===== src/rtl/ps2mct_pkg.sv =====
// Shared constants and helper functions for the PS/2 mouse cursor tracker.
package ps2mct_pkg;

	localparam int COORD_BITS = 12;
	localparam int LIM_BITS   = 13;
	localparam int EXT_BITS   = (LIM_BITS > COORD_BITS + 1) ? LIM_BITS : COORD_BITS + 1;
	localparam int SUM_BITS   = COORD_BITS + 2;

	localparam logic [LIM_BITS-1:0] WIDTH_RST  = LIM_BITS'(1024);
	localparam logic [LIM_BITS-1:0] HEIGHT_RST = LIM_BITS'(768);
	localparam logic [COORD_BITS-1:0] CURSOR_X_RST = COORD_BITS'(1024 / 2);
	localparam logic [COORD_BITS-1:0] CURSOR_Y_RST = COORD_BITS'(768 / 2);

	localparam logic CFG_WIDTH  = 1'b0;
	localparam logic CFG_HEIGHT = 1'b1;

	localparam logic [1:0] POS_FLAG = 2'd0;
	localparam logic [1:0] POS_X    = 2'd1;
	localparam logic [1:0] POS_Y    = 2'd2;

	typedef logic [COORD_BITS-1:0] coord_t;
	typedef logic signed [SUM_BITS-1:0] sum_t;

	// Largest legal coordinate for a limit register: zero acts as one,
	// anything above the coordinate range acts as the full range.
	function automatic coord_t coord_max(input logic [LIM_BITS-1:0] lim);
		logic [EXT_BITS-1:0] l;
		l = EXT_BITS'(lim);
		if (l == '0) begin
			coord_max = '0;
		end else if (l > EXT_BITS'(1 << COORD_BITS)) begin
			coord_max = '1;
		end else begin
			coord_max = COORD_BITS'(l - EXT_BITS'(1));
		end
	endfunction

	// Saturate a moved coordinate to 0..max.
	function automatic coord_t clamp_coord(input sum_t v, input coord_t max_c);
		if (v < 0) begin
			clamp_coord = '0;
		end else if (v > $signed({2'b00, max_c})) begin
			clamp_coord = max_c;
		end else begin
			clamp_coord = COORD_BITS'(v);
		end
	endfunction

endpackage


===== src/rtl/ps2_mouse_packet_cursor_tracker_unit.sv =====
// PS/2 mouse three-byte packet decoder with a clamped, tracked cursor.
// A packet's third byte passes the input register, then the result register.
// Throughput: one byte per cycle. While a finished result waits, flag and X bytes still
// advance; the next third byte holds in the input register until the result transfers.
// Reset: byte counter to flag byte, cursor to 512/384, limits to 1024/768, no result pending.
module ps2_mouse_packet_cursor_tracker_unit (
	input  logic                               clk,
	input  logic                               arst_n,
	// byte input channel
	input  logic                               in_valid,
	output logic                               in_stall,
	input  logic [7:0]                         data_byte,
	// result channel
	output logic                               out_valid,
	input  logic                               out_stall,
	output logic                               left_pressed,
	output logic                               right_pressed,
	output logic                               middle_pressed,
	output logic                               x_sign_bit,
	output logic                               y_sign_bit,
	output logic                               x_overflow_bit,
	output logic                               y_overflow_bit,
	output logic signed [7:0]                  x_delta,
	output logic signed [7:0]                  y_delta,
	output logic [ps2mct_pkg::COORD_BITS-1:0]  cursor_x_out,
	output logic [ps2mct_pkg::COORD_BITS-1:0]  cursor_y_out,
	// configuration write channel
	input  logic                               cfg_valid,
	output logic                               cfg_ready,
	input  logic                               cfg_index,
	input  logic [ps2mct_pkg::LIM_BITS-1:0]    cfg_data
);

	// Configuration registers
	logic [ps2mct_pkg::LIM_BITS-1:0] width_q;
	logic [ps2mct_pkg::LIM_BITS-1:0] height_q;

	// Input stage
	logic       valid_s1;
	logic [7:0] byte_s1;

	// Packet assembly and cursor state
	logic [1:0]          pos_q;
	logic [7:0]          flag_q;
	logic [7:0]          xbyte_q;
	ps2mct_pkg::coord_t  cur_x_q;
	ps2mct_pkg::coord_t  cur_y_q;

	// Result register
	logic                out_valid_q;
	logic [7:0]          res_flag_q;
	logic [7:0]          res_dx_q;
	logic [7:0]          res_dy_q;
	ps2mct_pkg::coord_t  res_x_q;
	ps2mct_pkg::coord_t  res_y_q;

	logic                completes;
	logic                out_free;
	logic                s1_advance;
	logic                in_xfer;
	ps2mct_pkg::sum_t    sum_x;
	ps2mct_pkg::sum_t    sum_y;
	ps2mct_pkg::coord_t  next_x;
	ps2mct_pkg::coord_t  next_y;

	// Registers always writable; user writes only while block is idle, not enforced here.
	assign cfg_ready = 1'b1;

	// A byte in the input stage completes a packet when it is the third one.
	assign completes  = valid_s1 && (pos_q == ps2mct_pkg::POS_Y);
	// Result register can take a new packet when empty or being drained now.
	assign out_free   = !out_valid_q || !out_stall;
	// Flag and X bytes never block; only a finished packet waits on the output.
	assign s1_advance = valid_s1 && (!completes || out_free);
	// Hold the input while its byte cannot move on.
	assign in_stall   = valid_s1 && !s1_advance;
	assign in_xfer    = in_valid && !in_stall;

	// Add X movement, subtract Y movement; each byte sign-extends on its own.
	assign sum_x = $signed({2'b00, cur_x_q})
		+ ps2mct_pkg::SUM_BITS'($signed(xbyte_q));
	assign sum_y = $signed({2'b00, cur_y_q})
		- ps2mct_pkg::SUM_BITS'($signed(byte_s1));
	assign next_x = ps2mct_pkg::clamp_coord(sum_x, ps2mct_pkg::coord_max(width_q));
	assign next_y = ps2mct_pkg::clamp_coord(sum_y, ps2mct_pkg::coord_max(height_q));

	// Configuration writes
	always_ff @(posedge clk or negedge arst_n) begin
		if (!arst_n) begin
			width_q  <= ps2mct_pkg::WIDTH_RST;
			height_q <= ps2mct_pkg::HEIGHT_RST;
		end else if (cfg_valid && cfg_ready) begin
			case (cfg_index)
				ps2mct_pkg::CFG_WIDTH:  width_q  <= cfg_data;
				ps2mct_pkg::CFG_HEIGHT: height_q <= cfg_data;
				default: ;
			endcase
		end
	end

	// Input register: load on every transfer, drain when the byte moves on.
	always_ff @(posedge clk or negedge arst_n) begin
		if (!arst_n) begin
			valid_s1 <= 1'b0;
		end else if (in_xfer) begin
			valid_s1 <= 1'b1;
		end else if (s1_advance) begin
			valid_s1 <= 1'b0;
		end
	end

	always_ff @(posedge clk) begin
		if (in_xfer) begin
			byte_s1 <= data_byte;
		end
	end

	// Packet counter, captured bytes and cursor; no sync check on flag bit 3.
	always_ff @(posedge clk or negedge arst_n) begin
		if (!arst_n) begin
			pos_q   <= ps2mct_pkg::POS_FLAG;
			flag_q  <= '0;
			xbyte_q <= '0;
			cur_x_q <= ps2mct_pkg::CURSOR_X_RST;
			cur_y_q <= ps2mct_pkg::CURSOR_Y_RST;
		end else if (s1_advance) begin
			case (pos_q)
				ps2mct_pkg::POS_FLAG: begin
					flag_q <= byte_s1;
					pos_q  <= ps2mct_pkg::POS_X;
				end
				ps2mct_pkg::POS_X: begin
					xbyte_q <= byte_s1;
					pos_q   <= ps2mct_pkg::POS_Y;
				end
				default: begin
					cur_x_q <= next_x;
					cur_y_q <= next_y;
					pos_q   <= ps2mct_pkg::POS_FLAG;
				end
			endcase
		end
	end

	// Result register: fill on a completed packet, clear once transferred.
	always_ff @(posedge clk or negedge arst_n) begin
		if (!arst_n) begin
			out_valid_q <= 1'b0;
		end else if (s1_advance && completes) begin
			out_valid_q <= 1'b1;
		end else if (!out_stall) begin
			out_valid_q <= 1'b0;
		end
	end

	always_ff @(posedge clk) begin
		if (s1_advance && completes) begin
			res_flag_q <= flag_q;
			res_dx_q   <= xbyte_q;
			res_dy_q   <= byte_s1;
			res_x_q    <= next_x;
			res_y_q    <= next_y;
		end
	end

	// Decode the flag byte straight from the result register.
	assign out_valid      = out_valid_q;
	assign left_pressed   = res_flag_q[0];
	assign right_pressed  = res_flag_q[1];
	assign middle_pressed = res_flag_q[2];
	assign x_sign_bit     = res_flag_q[4];
	assign y_sign_bit     = res_flag_q[5];
	assign x_overflow_bit = res_flag_q[6];
	assign y_overflow_bit = res_flag_q[7];
	assign x_delta        = $signed(res_dx_q);
	assign y_delta        = $signed(res_dy_q);
	assign cursor_x_out   = res_x_q;
	assign cursor_y_out   = res_y_q;

endmodule


===== config.mk =====
export PLATFORM = sky130hd
export DESIGN_NAME = ps2_mouse_packet_cursor_tracker_unit
export DESIGN_NICKNAME = d
export VERILOG_FILES = /design/src/rtl/ps2mct_pkg.sv /design/src/rtl/ps2_mouse_packet_cursor_tracker_unit.sv
export SDC_FILE = /design/constraint.sdc
export NUM_CORES = 1
export LEC_CHECK = 0
export BUFFER_PORTS_ARGS = -buffer_cell sky130_fd_sc_hd__buf_2
export CORE_AREA = 4 4 113 115
export CTS_CLUSTER_SIZE = 8
export DETAILED_ROUTE_END_ITERATION = 12
export DIE_AREA = 0 0 117 119
export PLACE_DENSITY = 0.84
export SETUP_SLACK_MARGIN = 0.02
export SYNTH_ARGS = -nofsm -noshare
export SYNTH_HDL_FRONTEND = slang
export SYNTH_SLANG_ARGS = --single-unit

===== constraint.sdc =====
create_clock -name clk -period 11.75 [get_ports clk]
set_clock_uncertainty 0.15 [all_clocks]
set_input_delay 2.35 -clock clk [delete_from_list [all_inputs] [get_ports clk]]
set_output_delay 2.35 -clock clk [all_outputs]
set_load 0.005 [all_outputs]

# After elaboration in Yosys (flattened, before gate mapping)
# Cells that the tools add are included.
# word_totals
ff_bits	126
latch_bits	0
mem_bits_rw	0
romBits	0
inputBits	27
wordCells	65
memories	0
# op_classes
addsub	4
mul	0
div	0
magnitude_cmp	6
n_eq_ne	3
n_shift	0
n_mux	13
bitwise_logic	2
reduce_logical	22
# op_table
op	count
$mux W12	8
$gt A14 B13 Y1	2
$lt A14 B1 Y1 const B	2
$gt A13 B13 Y1 const B	2
$logic_not A13 Y1	2
$sub A12 B1 Y12 const B	2
$add A13 B8 Y14	1
$sub A13 B8 Y14	1
$reduce_and A2 Y1	5
$logic_and A1 B1 Y1	5
$logic_not A1 Y1	5
$mux W1	4
$pmux W2 S2	1
$eq A2 B1 Y1 const B	1
$eq A2 B2 Y1 const B	1
$logic_not A2 Y1	1
$logic_or A1 B1 Y1	2
$ne A2 B1 Y1 const B	1
$not A1 Y1	2
$reduce_bool A2 Y1	1
$reduce_or A2 Y1	1

# Depth between registers and ports, before layout
# Gate-level depths: netlist of run 1.
# depth
ltp_word	10
mapped_depth	19

# Least setup slack after synthesis of run 1
# OpenSTA, ideal clock, no wires.
# synth_timing
path_type	input-to-reg
from	in out_stall
to	reg res_x_q[0], in the netlist cursor_x_out[0], enable pin
setup_ns	0.467
arrival_time_ns	4.670
t_required_ns	11.133
path_slack_ns	6.462
path_stages	1
cell_sequence	a21oi_1
# synth_via
elab_chain_len	5
# synth_lines
element	line_no	source
start, declared	ps2_mouse_packet_cursor_tracker_unit.sv:15	input logic out_stall,
$logic_not A1 Y1	n/a	
$logic_or A1 B1 Y1	ps2_mouse_packet_cursor_tracker_unit.sv:72	assign out_free = !out_valid_q || !out_stall;
$logic_or A1 B1 Y1	ps2_mouse_packet_cursor_tracker_unit.sv:74	assign s1_advance = valid_s1 && (!completes || out_free);
$logic_and A1 B1 Y1	ps2_mouse_packet_cursor_tracker_unit.sv:74	
$logic_and A1 B1 Y1	ps2_mouse_packet_cursor_tracker_unit.sv:157	if (s1_advance && completes) begin
end signal, assigned	ps2_mouse_packet_cursor_tracker_unit.sv:161	res_x_q <= next_x;
end, declared	ps2_mouse_packet_cursor_tracker_unit.sv:54	ps2mct_pkg::coord_t res_x_q;
# Every way passes these cells.
# A chain may end at the register's enable or synchronous reset.

# Final worst setup path of run 1
# layout_timing
from	in out_stall
to	out in_stall
# layout_via
elab_chain_len	6
# layout_lines
element	line_no	source
$logic_not A1 Y1	n/a	
$logic_or A1 B1 Y1	ps2_mouse_packet_cursor_tracker_unit.sv:72	
$logic_or A1 B1 Y1	ps2_mouse_packet_cursor_tracker_unit.sv:74	
$logic_and A1 B1 Y1	ps2_mouse_packet_cursor_tracker_unit.sv:74	
$logic_not A1 Y1	ps2_mouse_packet_cursor_tracker_unit.sv:76	assign in_stall = valid_s1 && !s1_advance;
$logic_and A1 B1 Y1	ps2_mouse_packet_cursor_tracker_unit.sv:76	
end, declared	ps2_mouse_packet_cursor_tracker_unit.sv:11	output logic in_stall,
# Every way passes these cells.

==> results of run 1 <==
==> worst max path at each step <==
stage,to,cells after the start
floorplan,cursor_x_out[0],1
global placement,in_stall,4
detailed placement,in_stall,4
CTS,in_stall,4
global route,cursor_y_out[9],16
finish,in_stall,4
==> stage by stage <==
| stage | hold slack [ns] | utilization [%] | area (µm²) | std cells | worst slack, ns |
|---|---|---|---|---|---|
| CTS | 0.3023 | 71.03 | 8389 | 931 | 6.291 |
| global route | 0.3146 | 71.03 | 8389 | 931 | 6.178 |
| global placement | 0.2781 | 66.13 | 7811 | 899 | 6.378 |
| finish | 0.3003 | 71.03 | 8389 | 931 | 6.312 |
| floorplan | 0.2711 | - | 7343 | 698 | 6.462 |
| detailed placement | 0.2872 | 66.13 | 7811 | 899 | 6.311 |
==> power by group through the flow <==
stage | Sequential [W] | Combinational (W) | Clock [W]
global route | 0.000719 | 0.00119 | 0.000531
detailed placement | 0.000711 | 0.00104 | 0
finish | 0.000706 | 0.00108 | 0.000504
floorplan | 0.000691 | 0.000784 | 0
CTS | 0.000705 | 0.00106 | 0.000510
global placement | 0.000702 | 0.000989 | 0
==> metal layers <==
metal  global-route usage (%)  vias up  wire length (µm)
met1                    33.68     2773              7346
met4                    11.11        0               514
li1                         -     2726                 -
met5                        0        -                 0
met2                    43.24      276              8605
met3                    6.606       54              1324
==> worst max-delay path, stage by stage <==
cell	delay (ns)
buf_2	0.11
nand2_1	0.07
nor2_1	0.23
buf_2	0.17
==> cell families (layout without fill, tap and decap cells) <==
group	after synthesis	after routing	synth area share, %
AND/OR/NAND/NOR	212	212	14.87
AO/OA/AOI/OAI	176	176	16.70
flip-flops	124	124	46.11
buffers and inverters	66	152	3.953
adder cells (fa/ha/maj)	56	56	9.746
XOR/XNOR	32	32	3.817
multiplexers	31	31	4.754
other	1	1	0.05107
==> final cells by class <==
class	instances	area, µm²	area share, %
Multi-Input combinational cell	508	3679	43.85
Sequential cell	124	3386	40.36
Timing Repair Buffer	80	412.9	4.922
Tap cell	147	183.9	2.192
Clock buffer	17	425.4	5.071
Clock inverter	15	152.6	1.820
Inverter	40	150.1	1.790
==> flip-flops by register name, indices dropped and copies added, names as in the netlist, 8 cells and up <==
register	count
cursor_y_out	12
cursor_x_out	12
byte_s1	8
x_delta	8
cur_x_q	12
y_delta	8
xbyte_q	8
height_q	13
width_q	13
cur_y_q	12
==> cells in the mapped netlist (all sizes together) (5+ instances only) <==
cell type	instances
a21oi	39
nor2b	8
nand3	6
a21o	9
dfstp	6
or3	8
clkbuf	12
and3	5
dfrtp	63
mux2	31
edfxtp	55
a31oi	8
o21a	15
nand2	60
a21boi	17
o21ai	37
nor3	60
nand4	5
nand3b	6
o31ai	19
nor4	5
inv	40
nor2	28
or4	5
xnor2	21
ha	54
buf	14
xor2	11
==> metrics, run 1 <==
Seq cells post-synth=124; ys flop type=dfrtp_1; reg2reg end=cursor_y_out[8]; PwrDens=roughly 270 nW/µm²; Setup crit start kind=input port; Ys Warns=0; Final setup viols=0; Nets=854; Hold Path Class=reg -> reg; die area=roughly 14,000 µm²; largest net degree at the start of global routing=70; status=completed; Slew Limit Fails=0; Leakage=about 3.6 nW; switching pwr=between 0.0009 and 0.001 W; worst hold path depth=0; WL/cell=about 19 µm; Min Clock Period, post-route=5.438 ns; drt pass-1 iters=7; IO Port Bufs=75; commonest non-fill, non-tap cell in the layout=buf_2; Max-Cap Viols=0; CTS tree=built; length in cells of the worst reg-to-reg path=16; clk root buf=clkbuf_16; EDFF count, synth=55; syn avg cell area=approximately 11 µm²; synthesized cell area=approximately 7300 µm²; core box area=approximately 12,000 µm²; Initial Util=approximately 62%; grt ovf=0; Pint=around 0.0013 W; share of post-route cells with drive strength above 1=between 20% and 30%; Starting DRT DRC Count=between 400 and 500; Comb pwr share=47.2%; Worst-path clk slew=0.06 ns; Cell variety after synth=76; vias in the first global route=between 5,000 and 6,000; TritonCTS Sinks=124; Layout area overhead=14.24%; Fmax=roughly 180 MHz; post-cts hold buffer count=0; HP Start=flag_q[5]; DP HPWL=12,480 µm; Yosys top cell area share=between 20% and 30%; Setup TNS=0 ns; cell taking the most area after synthesis=edfxtp_1; post-synthesis sequential area ratio=a little under half; syn nets=between 700 and 800; Synth async-reset ratio=between 50% and 60%; WHS Endpoint=res_flag_q[5]; GRT Util Overall=about a quarter; Slew @ Worst Pin=around 1.4 ns; leading post-synthesis cells by cell area=edfxtp_1, dfrtp_1, ha_1; maximum vdd drop=129.9 µV; Post-Syn Instances=698; post-CTS setup buffer count=0; antenna diode count=0; routed vias/inst=around 6.3; H-tree levels=4; drt drc=0; # fillers=807; Routed Antenna Nets=0; Worst Path Arrival=between 2 and 3 ns; most frequent cells in the layout=buf_2, dfrtp_1, nand2_1, nor3_1, edfxtp_1; Hold Violations, Final=0; reg-to-reg slack, setup=6.74 ns; routed vias=about 5,800; part of the power in registers=a little under a third; Die Y=about 120 µm; reg2reg start=height_q[0]; die extent in x=around 120 µm; worst path required time=9.25 ns; worst-skew pair later-pin latency=approximately 0.42 ns; Num CTS Buffers=17; RSZ-0062 raised after global routing=no; WS Path Type=in -> out; num rows=40; first-pass GRT wire length=~29,000 µm; Worst slew margin=6.629%; final wirelength=~18,000 µm; switch share=between 40% and 50%; final critical-path share of the clock period=a little under half; # IOs=77; routability cong.=around 0.96; PostCTS Resize Cnt=0; Clock power frac=22.0%; crit end category=primary output; deepest clock path buffer count=2; crit path max fanout=5; Power, Total=between 0.002 and 0.0025 W; Critical Path Source=out_stall; initial antenna violation count=0
Power figures use the tool's default switching activity.
==> run 2, diff against run 1 <==
Settings changed: ABC_AREA from default to 1, CORE_AREA 4 4 113 115 to 4 4 117 119, DIE_AREA 0 0 117 119 to 0 0 121 123, PLACE_DENSITY 0.84 to 0.79.
Clock period 11.75 ns to 5.06 ns, I/O delays scaled along.
==> run 2 against run 1 <==
  * Power is 120% higher
  * Combinational power is 130% higher
  * Sequential power is 110% higher
  * Non-clock buffer count is 2 lower
  * Clock power is 120% higher
  * First-iteration DRC count is 36% higher
  * Utilization is 3.6 points lower
  * Area after synthesis is 0.92% higher
  * Largest power group unchanged
==> metrics, run 2 <==
Seq. cell area=3386 µm²; reg2reg start=xbyte_q[4]; Initial Util=between 50% and 60%; num rows=slightly above 40; Leakage=around 4.4 nW; Worst slew margin=between 20% and 30%; M1 WL=a little under 8000 µm; setup ws final=between 0.9 and 1 ns; CP Cell Sequence=ha_1, nand2_1, inv_1, nand3_1, nand2_1, a21oi_1, o21ai_0, a21oi_1, xnor2_1, inv_1, ha_1, nand2_1, nor2_1, nand3_1, nand3_2, nand2_1, and2_1; TritonCTS Sinks=approximately 120; Power, Total=0.005074 W; Post-Place Worst Slack=about 1.1 ns; Worst Path Buf+Inv=2; reg-to-reg slack, setup=approximately 0.91 ns; Synth async-reset ratio=55.65%; WL/cell=between 15 and 20 µm; Slew @ Worst Pin=about 1.0 ns; first-pass GRT wire length=about 29,000 µm; grt ovf=0; Routed Antenna Nets=0; Final setup viols=0; DP HPWL=roughly 13,000 µm; H-tree levels=4; drt drc=0; PwrDens=about 600 nW/µm²; Min Clock Period, post-route=4.151 ns; PostCTS Resize Cnt=0; post-CTS setup buffer count=0; CTS tree=built; share of post-route cells with drive strength above 1=between 10% and 20%; Area after DPL=7925 µm²; ys flop type=dfrtp_1; worst path required time=~5 ns; die area=14,880 µm²; die extent in x=between 100 and 150 µm; WS Path Type=reg -> reg; crit end category=flip-flop; Layout area overhead=14.37%; leading post-synthesis cells by cell area=edfxtp_1, dfrtp_1, nand2_1; final wirelength=~18,000 µm; Top delay family on crit path=simple AND/OR/NAND/NOR gates; DR top layer=met4; post-cts hold buffer count=0; Starting DRT DRC Count=between 500 and 600; Post-Syn Instances=approximately 900; status=completed; Worst-path clk slew=0.06 ns; GRT Util Overall=around 25%; reg2reg end=cursor_x_out[2]; initial antenna violation count=0; maximum vdd drop=~340 µV; IO Port Bufs=75; Die Y=about 120 µm; most frequent CP cell=nand2_1; Hold Violations, Final=0; Setup TNS=0 ns; Cell variety after synth=39; post-route cell area=roughly 8500 µm²; core box area=roughly 13,000 µm²; Top Registers=height_q: 13 flops, width_q: 13 flops; EDFF count, synth=between 50 and 60; deepest clock path buffer count=2; RSZ-0062 raised after global routing=no; worst-skew pair later-pin latency=a little over 0.4 ns; clk root buf=clkbuf_16; WL met3=1416 µm; Fmax=about 240 MHz; crit path max fanout=13; routed length on met2=roughly 8000 µm; syn avg cell area=around 8.2 µm²; length in cells of the worst reg-to-reg path=17; final critical-path share of the clock period=between 80% and 90%; cell taking the most area after synthesis=edfxtp_1; antenna diode count=0; # IOs=just under 80; slowest CP cell=nand3_2; Seq cells post-synth=between 100 and 150; Ys Warns=0; commonest non-fill, non-tap cell in the layout=nand2_1; crit-path max cell delay=roughly 0.43 ns; most frequent cells in the layout=nand2_1, inv_1, buf_2, o21ai_0, dfrtp_1; post-synthesis sequential area ratio=between 40 and 50%; syn nets=between 900 and 1,000; largest net degree at the start of global routing=38; drt pass-1 iters=5; Hold Path Class=reg -> reg; Nets=1,063; count leader, synth=nand2_1; Worst Path Arrival=~4.2 ns; # fillers=1,021; critical path depth=17; Num CTS Buffers=17; synthesized cell area=7411 µm²; most instantiated cells after synthesis=nand2_1, inv_1, o21ai_0; Max-Cap Viols=0; Critical Path Source=xbyte_q[4]; HP Start=byte_s1[2]; vias in the first global route=around 5,800; routability cong.=~1; routed vias=~6,200; Yosys top cell area share=approximately 22%; Slew Limit Fails=0; Setup crit end=cursor_x_out[2]; area of the multi-input gates=3401 µm²; Setup crit start kind=flip-flop; routed vias/inst=5.364
==> run 2: changes by cell type in the layout (fill, tap and decap cells not counted), moves of 22 or more <==
cell     previous run  this run
inv_1              40       140
mux2_2             31         0
nor2_1             27        49
nand3_1             6        51
nor3_1             59        10
nand2_1            59       249
o21ai_0            33        69
==> run 2: through the flow <==
step	cells	util [%]	hold WS, ns
after global placement	1133	63.06	0.2774
after CTS	1165	67.44	0.2975
after global routing	1165	67.44	0.3110
after detailed placement	1133	63.06	0.2809
after floorplan	904	-	0.2753
final	1165	67.44	0.2952
==> run 2: metal layers <==
| layer | up-vias | track usage (%) |
|---|---|---|
| met5 | - | 0 |
| li1 | 3105 | - |
| met4 | 0 | 11.76 |
| met2 | 248 | 37.37 |
| met3 | 36 | 6.450 |
| met1 | 2860 | 33.97 |
==> run 2: cell families after synthesis <==
family | Yosys count | synth area share [%]
AOI/OAI and AO/OA | 130 | 9.590
xor gates and xnor gates | 21 | 2.482
other | 1 | 0.05060
adders and majority gates | 56 | 9.657
DFF | 124 | 45.69
buffers and inverters | 161 | 8.526
and+or+nand+nor | 411 | 24.01
==> run 2: worst min-delay path by stage <==
stage	end	slack (ns)	cells after the start
2_1_floorplan	res_flag_q[0]	0.28	0
3_3_place_gp	res_flag_q[2]	0.28	0
3_5_place_dp	res_flag_q[6]	0.28	0
4_1_cts	y_delta[2]	0.30	0
5_1_grt	res_flag_q[2]	0.31	0
6_report	y_delta[2]	0.30	0
==> run 2: power by group <==
| group | switching, W | total, W | internal (W) |
|---|---|---|---|
| logic | 0.00160 | 0.00245 | 0.000856 |
| clock network | 0.000447 | 0.00112 | 0.000673 |
| registers | 0.000151 | 0.00150 | 0.00135 |
| total | 0.00220 | 0.00507 | 0.00288 |
==> run 2: area by class of cell <==
type / count / area share (%)
Multi-Input combinational cell: 619 / 40.12
Sequential cell: 124 / 39.95
Inverter: 140 / 6.200
Clock buffer: 18 / 5.063
Timing Repair Buffer: 78 / 4.694
Tap cell: 172 / 2.539
Clock inverter: 14 / 1.432
